===== config.mk =====
export PLATFORM = sky130hd
export DESIGN_NAME = heading_rotate_controller_top_flat
export DESIGN_NICKNAME = d
export VERILOG_FILES = /design/src/hrc_pkg.sv /design/src/hrc_if.sv /design/src/hrc_regs.sv /design/src/hrc_mul.sv /design/src/hrc_seq.sv /design/src/heading_rotate_controller_top.sv /design/src/flat_wrapper.sv
export SDC_FILE = /design/constraint.sdc
export NUM_CORES = 1
export LEC_CHECK = 0
export BUFFER_PORTS_ARGS = -buffer_cell sky130_fd_sc_hd__buf_2
export CAP_MARGIN = 40
export CORE_AREA = 5 5 216 197
export CTS_CLUSTER_SIZE = 24
export DETAILED_ROUTE_END_ITERATION = 6
export DIE_AREA = 0 0 221 202
export GPL_ROUTABILITY_DRIVEN = 0
export GPL_TIMING_DRIVEN = 0
export PLACE_DENSITY = 0.82
export SLEW_MARGIN = 20
export SYNTH_ARGS = -nofsm -noshare
export SYNTH_HDL_FRONTEND = slang
export SYNTH_SLANG_ARGS = --single-unit

===== constraint.sdc =====
create_clock -name clk -period 15.81 [get_ports clk]
set_clock_uncertainty 0.2 [all_clocks]
set_input_delay 2.3715 -clock clk [delete_from_list [all_inputs] [get_ports clk]]
set_output_delay 2.3715 -clock clk [all_outputs]
set_load 0.005 [all_outputs]

===== src/hrc_pkg.sv =====
package hrc_pkg;

  localparam int ANGLE_BITS_DEF = 16;
  localparam int ADDR_BITS      = 4;
  localparam int GAIN_W         = 16;
  localparam int SPEED_W        = 24;
  localparam int GAIN_GROW      = 333;

  localparam logic [GAIN_W-1:0]  GAIN_RESET    = 16'd128;
  localparam logic [GAIN_W-1:0]  GAIN_NEAR_POS = 16'd512;
  localparam logic [GAIN_W-1:0]  GAIN_NEAR_NEG = 16'd1024;
  localparam logic [GAIN_W-1:0]  GAIN_MAX      = 16'hFFFF;
  localparam logic [SPEED_W-1:0] SPEED_MAX     = 24'h7FFFFF;
  localparam logic [SPEED_W-1:0] SPEED_MIN     = 24'h800000;

  localparam logic signed [15:0] GOAL_RESET   = 16'sd0;
  localparam logic [14:0]        DEAD_RESET   = 15'd521;
  localparam logic [14:0]        NEAR_RESET   = 15'd1043;
  localparam logic [15:0]        SETTLE_RESET = 16'd300;

  typedef enum logic [1:0] {
    REG_GOAL   = 2'd0,
    REG_DEAD   = 2'd1,
    REG_NEAR   = 2'd2,
    REG_SETTLE = 2'd3
  } reg_idx_t;

  typedef enum logic [1:0] {
    ST_TURN  = 2'd0,
    ST_HOLD  = 2'd1,
    ST_DONE  = 2'd2,
    ST_PAUSE = 2'd3
  } status_t;

  typedef enum logic [2:0] {
    S_IDLE,
    S_ERR,
    S_DECIDE,
    S_GROW,
    S_GSAT,
    S_MUL,
    S_SPD
  } seq_state_t;

  typedef struct packed {
    logic signed [15:0] goal_heading;
    logic [14:0]        dead_band;
    logic [14:0]        near_band;
    logic [15:0]        settle_ms;
  } hrc_cfg_t;

endpackage


===== src/hrc_if.sv =====
interface hrc_in_if;
  logic               valid;
  logic               ready;
  logic signed [15:0] measured_yaw;
  logic [31:0]        timestamp_ms;
  logic               paused;
  logic               restart;

  modport source (output valid, measured_yaw, timestamp_ms, paused, restart, input ready);
  modport sink (input valid, measured_yaw, timestamp_ms, paused, restart, output ready);
endinterface

interface hrc_out_if;
  logic               valid;
  logic               ready;
  logic signed [23:0] speed;
  logic [1:0]         status;

  modport source (output valid, speed, status, input ready);
  modport sink (input valid, speed, status, output ready);
endinterface


===== src/hrc_regs.sv =====
module hrc_regs (
  input  logic                           clk,
  input  logic                           rst,
  input  logic                           psel,
  input  logic                           penable,
  input  logic                           pwrite,
  input  logic [hrc_pkg::ADDR_BITS-1:0]  paddr,
  input  logic [31:0]                    pwdata,
  output logic [31:0]                    prdata,
  output hrc_pkg::hrc_cfg_t              cfg
);

  hrc_pkg::reg_idx_t idx;
  logic              wr;

  assign idx = hrc_pkg::reg_idx_t'(paddr[3:2]);
  assign wr  = psel & penable & pwrite;

  always_ff @(posedge clk) begin
    if (rst) begin
      cfg.goal_heading <= hrc_pkg::GOAL_RESET;
      cfg.dead_band    <= hrc_pkg::DEAD_RESET;
      cfg.near_band    <= hrc_pkg::NEAR_RESET;
      cfg.settle_ms    <= hrc_pkg::SETTLE_RESET;
    end else if (wr) begin
      case (idx)
        hrc_pkg::REG_GOAL:   cfg.goal_heading <= signed'(pwdata[15:0]);
        hrc_pkg::REG_DEAD:   cfg.dead_band    <= pwdata[14:0];
        hrc_pkg::REG_NEAR:   cfg.near_band    <= pwdata[14:0];
        hrc_pkg::REG_SETTLE: cfg.settle_ms    <= pwdata[15:0];
        default: ;
      endcase
    end
  end

  always_comb begin
    case (idx)
      hrc_pkg::REG_GOAL:   prdata = {16'b0, cfg.goal_heading};
      hrc_pkg::REG_DEAD:   prdata = {17'b0, cfg.dead_band};
      hrc_pkg::REG_NEAR:   prdata = {17'b0, cfg.near_band};
      hrc_pkg::REG_SETTLE: prdata = {16'b0, cfg.settle_ms};
      default:             prdata = 32'b0;
    endcase
  end

endmodule


===== src/hrc_mul.sv =====
module hrc_mul #(
  parameter int AW = 17,
  parameter int BW = 16
) (
  input  logic                    clk,
  input  logic signed [AW-1:0]    a,
  input  logic signed [BW-1:0]    b,
  output logic signed [AW+BW-1:0] p
);

  always_ff @(posedge clk) begin
    p <= a * b;
  end

endmodule


===== src/hrc_seq.sv =====
module hrc_seq #(
  parameter int ANGLE_BITS = hrc_pkg::ANGLE_BITS_DEF,
  parameter int BW         = (ANGLE_BITS > 10) ? ANGLE_BITS : 10,
  parameter int PW         = 17 + BW
) (
  input  logic                 clk,
  input  logic                 rst,
  input  hrc_pkg::hrc_cfg_t    cfg,
  hrc_in_if.sink               tick,
  hrc_out_if.source            result,
  output logic signed [16:0]   mul_a,
  output logic signed [BW-1:0] mul_b,
  input  logic signed [PW-1:0] mul_p
);

  localparam int DW = (ANGLE_BITS > 17) ? ANGLE_BITS : 17;
  localparam int CW = ((ANGLE_BITS > 15) ? ANGLE_BITS : 15) + 1;
  localparam int SW = ((PW - 8) > 24) ? (PW - 8) : 24;

  hrc_pkg::seq_state_t state, state_next;

  logic signed [15:0]           yaw_q;
  logic [31:0]                  now_q;
  logic                         paused_q;
  logic signed [ANGLE_BITS-1:0] err_q;
  logic [31:0]                  arm_q;
  logic signed [ANGLE_BITS-1:0] last_error;
  logic                         have_last;
  logic [15:0]                  gain;
  logic [31:0]                  deadline;
  logic                         finished;
  logic                         out_valid;
  logic signed [23:0]           speed_q;
  logic [1:0]                   status_q;

  logic signed [DW-1:0]         diff;
  logic signed [CW-1:0]         err_x;
  logic [CW-1:0]                mag;
  logic                         out_band;
  logic                         near;
  logic signed [ANGLE_BITS-1:0] last_eff;
  logic                         same;
  logic [31:0]                  dl_eff;
  logic [31:0]                  d;
  logic                         passed;
  logic                         out_free;
  logic                         quiet;
  logic                         decide_fire;
  logic [PW-9:0]                gw;
  logic [15:0]                  gain_sat;
  logic signed [PW-9:0]         sh;
  logic signed [SW-1:0]         sh_ext;
  logic [SW-24:0]               hi;
  logic [23:0]                  spd_sat;

  assign diff     = DW'(cfg.goal_heading) - DW'(yaw_q);
  assign err_x    = CW'(err_q);
  assign mag      = err_x[CW-1] ? CW'(-err_x) : CW'(err_x);
  assign out_band = mag > CW'(cfg.dead_band);
  assign near     = mag < CW'(cfg.near_band);
  assign last_eff = have_last ? last_error : err_q;
  assign same     = last_eff == err_q;
  assign dl_eff   = have_last ? deadline : arm_q;
  assign d        = now_q - dl_eff;
  assign passed   = (d != 32'd0) && !d[31];
  assign out_free = !out_valid || result.ready;
  assign quiet    = finished || paused_q || !out_band;
  assign decide_fire = (state == hrc_pkg::S_DECIDE) && (!quiet || out_free);

  assign gw       = mul_p[PW-1:8];
  assign gain_sat = (gw[PW-9:16] != '0) ? hrc_pkg::GAIN_MAX : gw[15:0];
  assign sh       = mul_p[PW-1:8];
  assign sh_ext   = SW'(sh);
  assign hi       = sh_ext[SW-1:23];
  assign spd_sat  = ((&hi) || (~|hi)) ? sh_ext[23:0] :
                    (sh_ext[SW-1] ? hrc_pkg::SPEED_MIN : hrc_pkg::SPEED_MAX);

  assign mul_a = signed'({1'b0, gain});
  assign mul_b = (state == hrc_pkg::S_GROW) ? BW'(hrc_pkg::GAIN_GROW) : BW'(err_q);

  assign tick.ready    = (state == hrc_pkg::S_IDLE);
  assign result.valid  = out_valid;
  assign result.speed  = speed_q;
  assign result.status = status_q;

  always_ff @(posedge clk) begin
    if (rst) begin
      state <= hrc_pkg::S_IDLE;
    end else begin
      state <= state_next;
    end
  end

  always_comb begin
    state_next = state;
    case (state)
      hrc_pkg::S_IDLE:   if (tick.valid) state_next = hrc_pkg::S_ERR;
      hrc_pkg::S_ERR:    state_next = hrc_pkg::S_DECIDE;
      hrc_pkg::S_DECIDE: begin
        if (quiet) begin
          if (out_free) state_next = hrc_pkg::S_IDLE;
        end else if (same) begin
          state_next = hrc_pkg::S_GROW;
        end else begin
          state_next = hrc_pkg::S_MUL;
        end
      end
      hrc_pkg::S_GROW:   state_next = hrc_pkg::S_GSAT;
      hrc_pkg::S_GSAT:   state_next = hrc_pkg::S_MUL;
      hrc_pkg::S_MUL:    state_next = hrc_pkg::S_SPD;
      hrc_pkg::S_SPD:    if (out_free) state_next = hrc_pkg::S_IDLE;
      default:           state_next = hrc_pkg::S_IDLE;
    endcase
  end

  always_ff @(posedge clk) begin
    if (state == hrc_pkg::S_IDLE && tick.valid) begin
      yaw_q    <= tick.measured_yaw;
      now_q    <= tick.timestamp_ms;
      paused_q <= tick.paused;
    end
    if (state == hrc_pkg::S_ERR) begin
      err_q <= diff[ANGLE_BITS-1:0];
      arm_q <= now_q + 32'(cfg.settle_ms);
    end
  end

  always_ff @(posedge clk) begin
    if (rst) begin
      last_error <= '0;
      have_last  <= 1'b0;
      gain       <= hrc_pkg::GAIN_RESET;
      deadline   <= '0;
      finished   <= 1'b0;
      out_valid  <= 1'b0;
      speed_q    <= '0;
      status_q   <= hrc_pkg::ST_TURN;
    end else begin
      if (result.ready) out_valid <= 1'b0;

      if (state == hrc_pkg::S_IDLE && tick.valid && tick.restart) begin
        last_error <= '0;
        have_last  <= 1'b0;
        gain       <= hrc_pkg::GAIN_RESET;
        deadline   <= '0;
        finished   <= 1'b0;
      end

      if (decide_fire) begin
        if (finished) begin
          out_valid <= 1'b1;
          speed_q   <= '0;
          status_q  <= hrc_pkg::ST_DONE;
        end else if (paused_q) begin
          out_valid <= 1'b1;
          speed_q   <= '0;
          status_q  <= hrc_pkg::ST_PAUSE;
        end else begin
          last_error <= err_q;
          have_last  <= 1'b1;
          if (!have_last || out_band) deadline <= arm_q;
          if (out_band) begin
            if (same) begin
              if (!have_last) gain <= hrc_pkg::GAIN_RESET;
            end else if (near) begin
              gain <= err_q[ANGLE_BITS-1] ? hrc_pkg::GAIN_NEAR_NEG : hrc_pkg::GAIN_NEAR_POS;
            end else begin
              gain <= hrc_pkg::GAIN_RESET;
            end
          end else begin
            out_valid <= 1'b1;
            speed_q   <= '0;
            finished  <= passed && same;
            status_q  <= (passed && same) ? hrc_pkg::ST_DONE : hrc_pkg::ST_HOLD;
          end
        end
      end

      if (state == hrc_pkg::S_GSAT) gain <= gain_sat;

      if (state == hrc_pkg::S_SPD && out_free) begin
        out_valid <= 1'b1;
        speed_q   <= signed'(spd_sat);
        status_q  <= hrc_pkg::ST_TURN;
      end
    end
  end

endmodule


===== src/heading_rotate_controller_top.sv =====
// Heading rotate controller.
// Input channel tick: one control transaction per tick carrying measured_yaw,
// timestamp_ms, paused and restart. Output channel result: one transaction per
// tick with the speed command and a status code (turning, holding, done, paused).
// Configuration goes through the APB port: goal_heading at 0x0, dead_band at
// 0x4, near_band at 0x8, settle_ms at 0xC; write only while no tick is in flight.
// An accepted tick runs S_ERR and S_DECIDE and then returns to idle if the
// result needs no product (paused, done, in band), else runs S_MUL and S_SPD,
// after S_GROW and S_GSAT when the gain grows; one shared multiplier computes
// gain * 333 and gain * error in turn; the next tick is accepted only in idle.
// The result sits in an output register: the next tick is accepted while a
// result still waits, and the sequencer holds its final step while the receiver
// stalls with that register full.
// Reset (rst, synchronous) restores the register defaults and the kept control
// state (gain 0.5, no last error, deadline cleared, not finished).
module heading_rotate_controller_top #(
  parameter int ANGLE_BITS = hrc_pkg::ANGLE_BITS_DEF
) (
  input  logic                          clk,
  input  logic                          rst,
  input  logic                          psel,
  input  logic                          penable,
  input  logic                          pwrite,
  input  logic [hrc_pkg::ADDR_BITS-1:0] paddr,
  input  logic [31:0]                   pwdata,
  output logic [31:0]                   prdata,
  output logic                          pready,
  hrc_in_if.sink                        tick,
  hrc_out_if.source                     result
);

  localparam int BW = (ANGLE_BITS > 10) ? ANGLE_BITS : 10;
  localparam int PW = 17 + BW;

  hrc_pkg::hrc_cfg_t    cfg;
  logic signed [16:0]   mul_a;
  logic signed [BW-1:0] mul_b;
  logic signed [PW-1:0] mul_p;

  assign pready = 1'b1;

  hrc_regs u_regs (
    .clk     (clk),
    .rst     (rst),
    .psel    (psel),
    .penable (penable),
    .pwrite  (pwrite),
    .paddr   (paddr),
    .pwdata  (pwdata),
    .prdata  (prdata),
    .cfg     (cfg)
  );

  hrc_mul #(
    .AW (17),
    .BW (BW)
  ) u_mul (
    .clk (clk),
    .a   (mul_a),
    .b   (mul_b),
    .p   (mul_p)
  );

  hrc_seq #(
    .ANGLE_BITS (ANGLE_BITS),
    .BW         (BW),
    .PW         (PW)
  ) u_seq (
    .clk    (clk),
    .rst    (rst),
    .cfg    (cfg),
    .tick   (tick),
    .result (result),
    .mul_a  (mul_a),
    .mul_b  (mul_b),
    .mul_p  (mul_p)
  );

endmodule


===== src/flat_wrapper.sv =====
// flat-port wrapper written by rule: the top's interface ports become plain ports
module heading_rotate_controller_top_flat 
#(
  parameter int ANGLE_BITS = hrc_pkg::ANGLE_BITS_DEF
)
  (clk, rst, psel, penable, pwrite, paddr, pwdata, prdata, pready, tick_valid, tick_measured_yaw, tick_timestamp_ms, tick_paused, tick_restart, tick_ready, result_valid, result_speed, result_status, result_ready);
  hrc_in_if tick_i ();
  hrc_out_if result_i ();
  input  logic clk;
  input  logic rst;
  input  logic psel;
  input  logic penable;
  input  logic pwrite;
  input  logic [hrc_pkg::ADDR_BITS-1:0] paddr;
  input  logic [31:0] pwdata;
  output logic [31:0] prdata;
  output logic pready;
  input wire logic [$bits(tick_i.valid)-1:0] tick_valid;
  input wire logic [$bits(tick_i.measured_yaw)-1:0] tick_measured_yaw;
  input wire logic [$bits(tick_i.timestamp_ms)-1:0] tick_timestamp_ms;
  input wire logic [$bits(tick_i.paused)-1:0] tick_paused;
  input wire logic [$bits(tick_i.restart)-1:0] tick_restart;
  output wire logic [$bits(tick_i.ready)-1:0] tick_ready;
  output wire logic [$bits(result_i.valid)-1:0] result_valid;
  output wire logic [$bits(result_i.speed)-1:0] result_speed;
  output wire logic [$bits(result_i.status)-1:0] result_status;
  input wire logic [$bits(result_i.ready)-1:0] result_ready;
  assign tick_i.valid = tick_valid;
  assign tick_i.measured_yaw = tick_measured_yaw;
  assign tick_i.timestamp_ms = tick_timestamp_ms;
  assign tick_i.paused = tick_paused;
  assign tick_i.restart = tick_restart;
  assign tick_ready = tick_i.ready;
  assign result_valid = result_i.valid;
  assign result_speed = result_i.speed;
  assign result_status = result_i.status;
  assign result_i.ready = result_ready;
  heading_rotate_controller_top #(.ANGLE_BITS(ANGLE_BITS)) u_core (.clk(clk), .rst(rst), .psel(psel), .penable(penable), .pwrite(pwrite), .paddr(paddr), .pwdata(pwdata), .prdata(prdata), .pready(pready), .tick(tick_i), .result(result_i));
endmodule

==> summary.txt, run 1 <==
Status
  – Run status: finished with violations
  – Failing checks: DRC

Global route
  – Largest net degree at the start of global routing: 34
  – GRT Util Overall: 29.1%
  – Vias in the first global route: 20346
  – First-pass GRT wire length: about 110000 um
  – Overflow after GRT: 0
  – Initial antenna violation count: 2

Placed design
  – Dpl ws: 7230 ps
  – Input/output buffers: between 100 and 150
  – Placed Instances: between 3000 and 4000
  – Post-DP HPWL: approximately 53000 um

Yosys
  – Seq cells post-synth: 280
  – Dominant cell type by area after synthesis: fa_1
  – Post-Syn Area: approximately 24000 sq um
  – Most frequent cell after synthesis: nand2_1
  – Post-synth EDFFs: 97
  – Register area share after synthesis: 27.8%
  – Instance count of the mapped netlist: 2634
  – Synth top area share: 16.6%
  – Post-Syn Area per Cell: between 8 and 9 sq um
  – Synthesis Warnings: 0
  – Synth top area cells: fa_1, dfxtp_1, edfxtp_1, ha_1, nand2_1
  – Yosys cell types: 85
  – Synth top cells by count: nand2_1, inv_1, a21oi_1, ha_1, fa_1
  – Async set or reset register ratio after synthesis: 0%
  – Most common flop cell mapped by yosys: dfxtp_1

Critical path
  – Worst setup SP type: flop
  – Crit path kind: reg -> reg
  – CP max stage cell: nor2b_1
  – Critical path endpoint category: flop
  – Peak per-stage delay on the critical path: between 700 and 800 ps
  – Req. time, crit path: about 16000 ps
  – Most used cell, CP: fa_1
  – CP max FO: 10
  – Worst Path Arrival: between 8000 and 9000 ps

Timing
  – Worst slew pin tran: a little under 900 ps
  – Max_slew headroom: just over 40%
  – Fin worst setup slack: just over 7000 ps
  – Final critical-path share of the clock period: between 50% and 60%
  – RSZ-0062 raised after global routing: no
  – Sum Neg Setup Slack: 0 ps
  – Maximum operating frequency: roughly 110 MHz
  – Final Hold Fails: 0
  – Final Setup Violations: 0
  – Fin crit period: slightly below 9000 ps
  – Max Slew Vio Count: 0

Power and ir drop
  – Power per cell area: 83.0 nW/um^2
  – Maximum vdd drop: a little under 100 uV
  – Net Sw Frac: approximately 32%
  – Pint: 1.47 mW
  – Sequential share of power: 38.5%
  – Comb power frac: between 20% and 30%
  – Leakage: roughly 12 nW
  – Switching power: just over 0.7 mW
  – Clock power share: a little under two fifths

Clocking
  – Clock-pin slew on the worst setup and hold paths: ~60 ps
  – # hold bufs at CTS: 0
  – Clock Sinks: 280
  – Setup bufs post-CTS: 0
  – Worst-skew pair later-pin latency: ~570 ps
  – Clk root buf: clkbuf_16
  – Clock Path Buffers: 3
  – Post-cts sizing count: 0
  – CTS tree: done
  – H-tree levels: 2
  – Clock buffer count from CTS: 35

Cells and area
  – Layout cells sized above 1: under 10%
  – Layout area overhead: 11.1%
  – Nets: 3320
  – Non-filler instance count after layout: between 3000 and 4000
  – Fill cells: approximately 3200

Floorplan
  – Rows: 70
  – Starting Density: roughly three fifths
  – Die Span X: 221 um
  – Core box area: approximately 40000 sq um
  – I/O pin cnt: ~150
  – Total Die Area: around 45000 sq um
  – Die H: roughly 200 um

Detailed routing
  – Post-route DRC violation count: 8
  – Initial DRT Pass Iterations: 7
  – Wirelength, routed: between 60000 and 70000 um
  – Antenna viol nets, final: 0
  – DRT iter0 DRCs: about 2500
  – Vias per cell: between 6 and 7
  – Routed vias: roughly 20000
  – WL/cell: ~20 um

Min path
  – Hold WC Path Type: reg -> reg

Job
  – Max Cap Violations: 0
power by group through the flow:
stage	registers, mW	logic, mW	clock network (mW)
2_1_floorplan	0.834	0.382	0
3_3_place_gp	0.853	0.495	0
3_5_place_dp	0.852	0.520	0
4_1_cts	0.837	0.525	0.811
5_1_grt	0.842	0.594	0.843
6_report	0.840	0.536	0.806
metrics by stage:
stage	hold slack (ps)	total power [mW]	cell area [sq um]	utilization (%)
after floorplan	244	1.22	23700	-
after global placement	237	1.35	25000	62.3
after detailed placement	244	1.37	25100	62.5
after CTS	252	2.17	26200	65.4
after global routing	267	2.28	26300	65.5
final	247	2.18	26300	65.5
sequential cells by signal (all words and copies together) (netlist names):
register / cells
u_core.u_regs.cfg: 62
u_core.u_seq.arm_q: 32
u_core.u_seq.deadline: 32
u_core.u_seq.now_q: 32
u_core.u_mul.p: 25
u_core.u_seq.result.speed: 24
u_core.u_seq.err_q: 16
u_core.u_seq.gain: 16
u_core.u_seq.last_error: 16
u_core.u_seq.yaw_q: 16
u_core.u_seq.state: 3
u_core.u_seq.result.status: 2
u_core.u_seq.finished: 1
u_core.u_seq.have_last: 1
u_core.u_seq.paused_q: 1
u_core.u_seq.result.valid: 1
kinds of logic (layout without fill, tap and decap cells):
group           Yosys count  in the layout  share of synthesized area (%)
fa+ha+maj               409            409                           27.9
simple gates            863            863                           17.8
mux                      54             54                           3.08
other cells               2             19                         0.0317
flops                   280            280                           27.8
compound gates          438            438                           11.3
buf+inv                 485            681                           8.30
xor+xnor                103            103                           3.85
cell type report:
| class | count | area [sq um] | area share, % |
|---|---|---|---|
| multi-input cells | 1884 | 15200 | 57.8 |
| flip-flops and latches | 280 | 6580 | 25.0 |
| inverters | 331 | 1240 | 4.73 |
| clock buffers | 44 | 940 | 3.58 |
| plain buffers | 154 | 721 | 2.74 |
| repair buffers | 132 | 718 | 2.73 |
| well taps | 540 | 676 | 2.57 |
| clock inverters | 20 | 206 | 0.786 |
| diodes | 2 | 5.00 | 0.0190 |
critical path: cells and delay by family (launching register included):
family | cells | cell delay (ps)
fa+ha+maj | 7 | 3290
compound gates | 7 | 1860
buf+inv | 7 | 1510
simple gates | 6 | 1460
flops | 1 | 300
cell usage in the layout (no fill, tap or decap), types with 20 or more instances in the layout:
master     Yosys  layout
buf_2          7     127
mux2i_1       38      38
nor2b_1       52      52
clkbuf_1     107     113
a21o_1        28      28
fa_1         196     196
clkbuf_16      0      35
buf_4         23      30
xor2_1        45      45
dfxtp_1      183     183
xnor2_1       57      57
ha_1         213     213
edfxtp_1      97      97
nand2_1      337     337
and3_1        85      85
o21ai_0       79      79
nor2_1        95      95
nand4_1       21      21
inv_1        331     331
nand2b_1      20      20
a21oi_1      213     213
nand3_1      112     112
nor3_1        39      38
and2_1        27      26
per-layer routing:
layer | global-route usage (%) | wire [um] | vias to the layer above
met1 | 39.6 | 26300 | 9745
li1 | - | - | 9196
met2 | 45.2 | 29300 | 1289
met5 | 0 | 17 | -
met4 | 12.7 | 3420 | 2
met3 | 6.14 | 7500 | 257
worst paths after layout:
check | from | endpoint | slack, ps | depth (start not counted)
worst min register to register | u_core.u_seq.result.speed[4]$_SDFFE_PP0P_ | u_core.u_seq.result.speed[4]$_SDFFE_PP0P_ | 250 | 2
worst max register to register | u_core.u_seq.state[2]$_SDFFE_PP0P_ | u_core.u_mul.p[29]$_DFF_P_ | 7060 | 27
worst min-delay path | u_core.u_seq.result.speed[4]$_SDFFE_PP0P_ | u_core.u_seq.result.speed[4]$_SDFFE_PP0P_ | 250 | 2
worst max-delay path | u_core.u_seq.state[2]$_SDFFE_PP0P_ | u_core.u_mul.p[29]$_DFF_P_ | 7060 | 27
Power figures use the tool's default switching activity.
==> inputs of run 2 (changes only) <==
--- a/config.mk
+++ b/config.mk
@@ -7,10 +7,10 @@
 export LEC_CHECK = 0
 export BUFFER_PORTS_ARGS = -buffer_cell sky130_fd_sc_hd__buf_2
 export CAP_MARGIN = 40
-export CORE_AREA = 5 5 216 197
+export CORE_AREA = 5 5 221 202
 export CTS_CLUSTER_SIZE = 24
 export DETAILED_ROUTE_END_ITERATION = 6
-export DIE_AREA = 0 0 221 202
+export DIE_AREA = 0 0 226 207
 export GPL_ROUTABILITY_DRIVEN = 0
 export GPL_TIMING_DRIVEN = 0
 export PLACE_DENSITY = 0.82
==> constraint.sdc (replaced) <==
create_clock -name clk -period 7 [get_ports clk]
set_clock_uncertainty 0.2 [all_clocks]
set_input_delay 1.05 -clock clk [delete_from_list [all_inputs] [get_ports clk]]
set_output_delay 1.05 -clock clk [all_outputs]
set_load 0.005 [all_outputs]
==> summary.txt, run 2 (same netlist as run 1, synthesis figures left out) <==
Status
  – Run status: complete, no violations (was finished with violations)

Cells and area
  – Nets: 3327 (was 3320)
  – Max reg flops: 62 (unchanged)
  – Layout cells sized above 1: 12.1% (was 9.42%)
  – Layout area overhead: 13.3% (was 11.1%)
  – Most flops, register: u_core.u_regs.cfg (unchanged)
  – Commonest non-fill, non-tap cell in the layout: nand2_1 (unchanged)
  – Most frequent cells in the layout: nand2_1, inv_1, a21oi_1 (was nand2_1, inv_1, a21oi_1, ha_1, fa_1)
  – Fill cells: 3248 (was 3210)

Clocking
  – Worst-skew pair later-pin latency: 570 ps (about the same)
  – # hold bufs at CTS: 0 (unchanged)
  – Clk root buf: clkbuf_16 (unchanged)
  – CTS tree: done (unchanged)
  – Clock buffer count from CTS: 35 (unchanged)
  – Clock Path Buffers: 3 (unchanged)
  – Clock Sinks: 280 (unchanged)
  – Clock-pin slew on the worst setup and hold paths: 70 ps (was 60 ps)
  – H-tree levels: 2 (unchanged)

Placed design
  – Post-DP HPWL: 53400 um (was 52800 um)
  – Dpl ws: -1660 ps (was 7230 ps)
  – Input/output buffers: 118 (unchanged)

Global route
  – Initial antenna violation count: 5 (was 2)
  – First-pass GRT wire length: 109000 um (was 106000 um)
  – Vias in the first global route: 21043 (was 20346)
  – Overflow after GRT: 0 (unchanged)
  – GRT Util Overall: 29.0% (was 29.1%)
  – Largest net degree at the start of global routing: 51 (was 34)

Detailed routing
  – Routed vias: 20642 (was 20489)
  – Initial DRT Pass Iterations: 6 (was 7)
  – Post-route DRC violation count: 0 (was 8)
  – DRT iter0 DRCs: 2348 (was 2499)
  – WL/cell: 20.3 um (was 19.7 um)
  – Antenna viol nets, final: 0 (unchanged)
  – Wirelength, routed: 69200 um (was 66600 um)
  – Vias per cell: 6.06 (was 6.05)

Timing
  – Final Hold Fails: 0 (unchanged)
  – Worst slew pin tran: 934 ps (was 881 ps)
  – Max Slew Vio Count: 0 (unchanged)
  – Maximum operating frequency: 144 MHz (was 114 MHz)
  – Sum Neg Setup Slack: 0 ps (unchanged)
  – Final Setup Violations: 0 (unchanged)
  – Worst hold slack: 248 ps (was 247 ps)
  – Fin crit period: 6960 ps (was 8750 ps)
  – Max_slew headroom: 37.7% (was 40.9%)
  – RSZ-0062 raised after global routing: yes (was no)
  – Fin worst setup slack: 43.7 ps (was 7060 ps)
  – Final critical-path share of the clock period: 99.4% (was 55.3%)

Floorplan
  – Die H: 207 um (was 202 um)
  – Total Die Area: 46800 sq um (was 44600 sq um)
  – Core box area: 42300 sq um (was 40100 sq um)
  – Die Span X: 226 um (was 221 um)
  – I/O pin cnt: 154 (unchanged)
  – Starting Density: 56.0% (was 59.0%)
  – Rows: 72 (was 70)

Critical path
  – Most used cell, CP: fa_1 (unchanged)
  – Req. time, crit path: 7230 ps (was 16040 ps)
  – WP buf/inv: 7 (unchanged)
  – Worst path depth: 27 (unchanged)
  – Reg2reg path depth: 27 (unchanged)
  – Worst setup SP type: flop (unchanged)
  – CP max stage cell: fa_1 (was nor2b_1)
  – R2r setup slk: 40 ps (was 7060 ps)
  – CP delay by family, top: adder cells (unchanged)
  – Worst r2r dst: u_core.u_mul.p[29]$_DFF_P_ (unchanged)
  – Launch point of the critical path: u_core.u_seq.state[2]$_SDFFE_PP0P_ (unchanged)
  – Critical path endpoint category: flop (unchanged)
  – Crit path capture: u_core.u_mul.p[29]$_DFF_P_ (unchanged)
  – Worst Path Arrival: 7190 ps (was 8980 ps)
  – CP max FO: 10 (unchanged)
  – Crit path kind: reg -> reg (unchanged)
  – Peak per-stage delay on the critical path: 560 ps (was 770 ps)
  – Worst reg2reg startpoint: u_core.u_seq.state[2]$_SDFFE_PP0P_ (unchanged)

Min path
  – Hold WC Path Type: reg -> reg (unchanged)

Job
  – Max Cap Violations: 0 (unchanged)

Power and ir drop
  – Maximum vdd drop: 226 uV (was 96.6 uV)
  – Power per cell area: 190 nW/um^2 (was 83.0 nW/um^2)
  – Leakage: 12.0 nW (was 11.8 nW)
  – Total power: 5.08 mW (was 2.18 mW)
-- run 2: cell count changes in the layout (fill, tap and decap cells not counted), sizes merged --
cell	delta
buf	+26
clkinvlp	+4
bufinv	+1
diode	-1
clkbuf	-15
clkinv	-9
inv	-2
-- run 2: what timing repair did --
item	4_1_cts	5_1_grt
pin swaps	3	26
endpoints found under the setup margin	21	13
gates resized for setup	48	69
buffers inserted	11	8
-- run 2: final cells by class --
type / count / area, sq um / area share (%)
timing repair buffer: 150 / 871 / 3.25
antenna: 1 / 2.50 / 0.00934
inverter: 331 / 1240 / 4.64
sequential: 280 / 6580 / 24.6
multi-input combinational: 1884 / 15500 / 57.7
buffer: 143 / 782 / 2.92
tap: 555 / 694 / 2.59
clock inverter: 14 / 179 / 0.668
clock buffer: 48 / 986 / 3.68
-- run 2: per-layer routing --
layer | track usage, % | share of wire (%) | vias up
met2 | 45.6 | 45 | 1255
li1 | - | - | 9221
met5 | 0 | 0.087 | -
met4 | 12.4 | 5.1 | 8
met1 | 37.7 | 38 | 9888
met3 | 7.93 | 11 | 270
-- run 2: worst min-delay path by stage --
stage	from	to	cells after the start
after detailed placement	u_core.u_seq.result.speed[5]$_SDFFE_PP0P_	u_core.u_seq.result.speed[5]$_SDFFE_PP0P_	2
final	u_core.u_seq.result.speed[5]$_SDFFE_PP0P_	u_core.u_seq.result.speed[5]$_SDFFE_PP0P_	2
after global placement	u_core.u_seq.result.speed[21]$_SDFFE_PP0P_	u_core.u_seq.result.speed[21]$_SDFFE_PP0P_	2
after global routing	u_core.u_seq.result.speed[16]$_SDFFE_PP0P_	u_core.u_seq.result.speed[16]$_SDFFE_PP0P_	2
after CTS	u_core.u_seq.result.speed[5]$_SDFFE_PP0P_	u_core.u_seq.result.speed[5]$_SDFFE_PP0P_	2
after floorplan	u_core.u_seq.deadline[0]$_SDFF_PP0_	u_core.u_seq.deadline[0]$_SDFF_PP0_	2
-- run 2: per-stage QoR --
step	area [sq um]	utilization, %	std cells
2_1_floorplan	23700	-	2649
3_3_place_gp	25000	59.2	3322
3_5_place_dp	25100	59.4	3332
4_1_cts	26500	62.7	3398
5_1_grt	26800	63.4	3406
6_report	26800	63.4	3406
-- run 2: worst reg2reg max path, delay by kind of cell (launching register included) --
family	cells	cell delay, ps
simple gates	6	880
compound gates	7	1270
flops	1	360
buf+inv	7	930
fa+ha+maj	7	3190
-- run 2: report_power, final --
part	total, mW	switching (mW)	internal, mW
Sequential	1.91	0.102	1.81
Clock	1.87	0.764	1.11
Combinational	1.30	0.781	0.521
Total	5.08	1.65	3.43
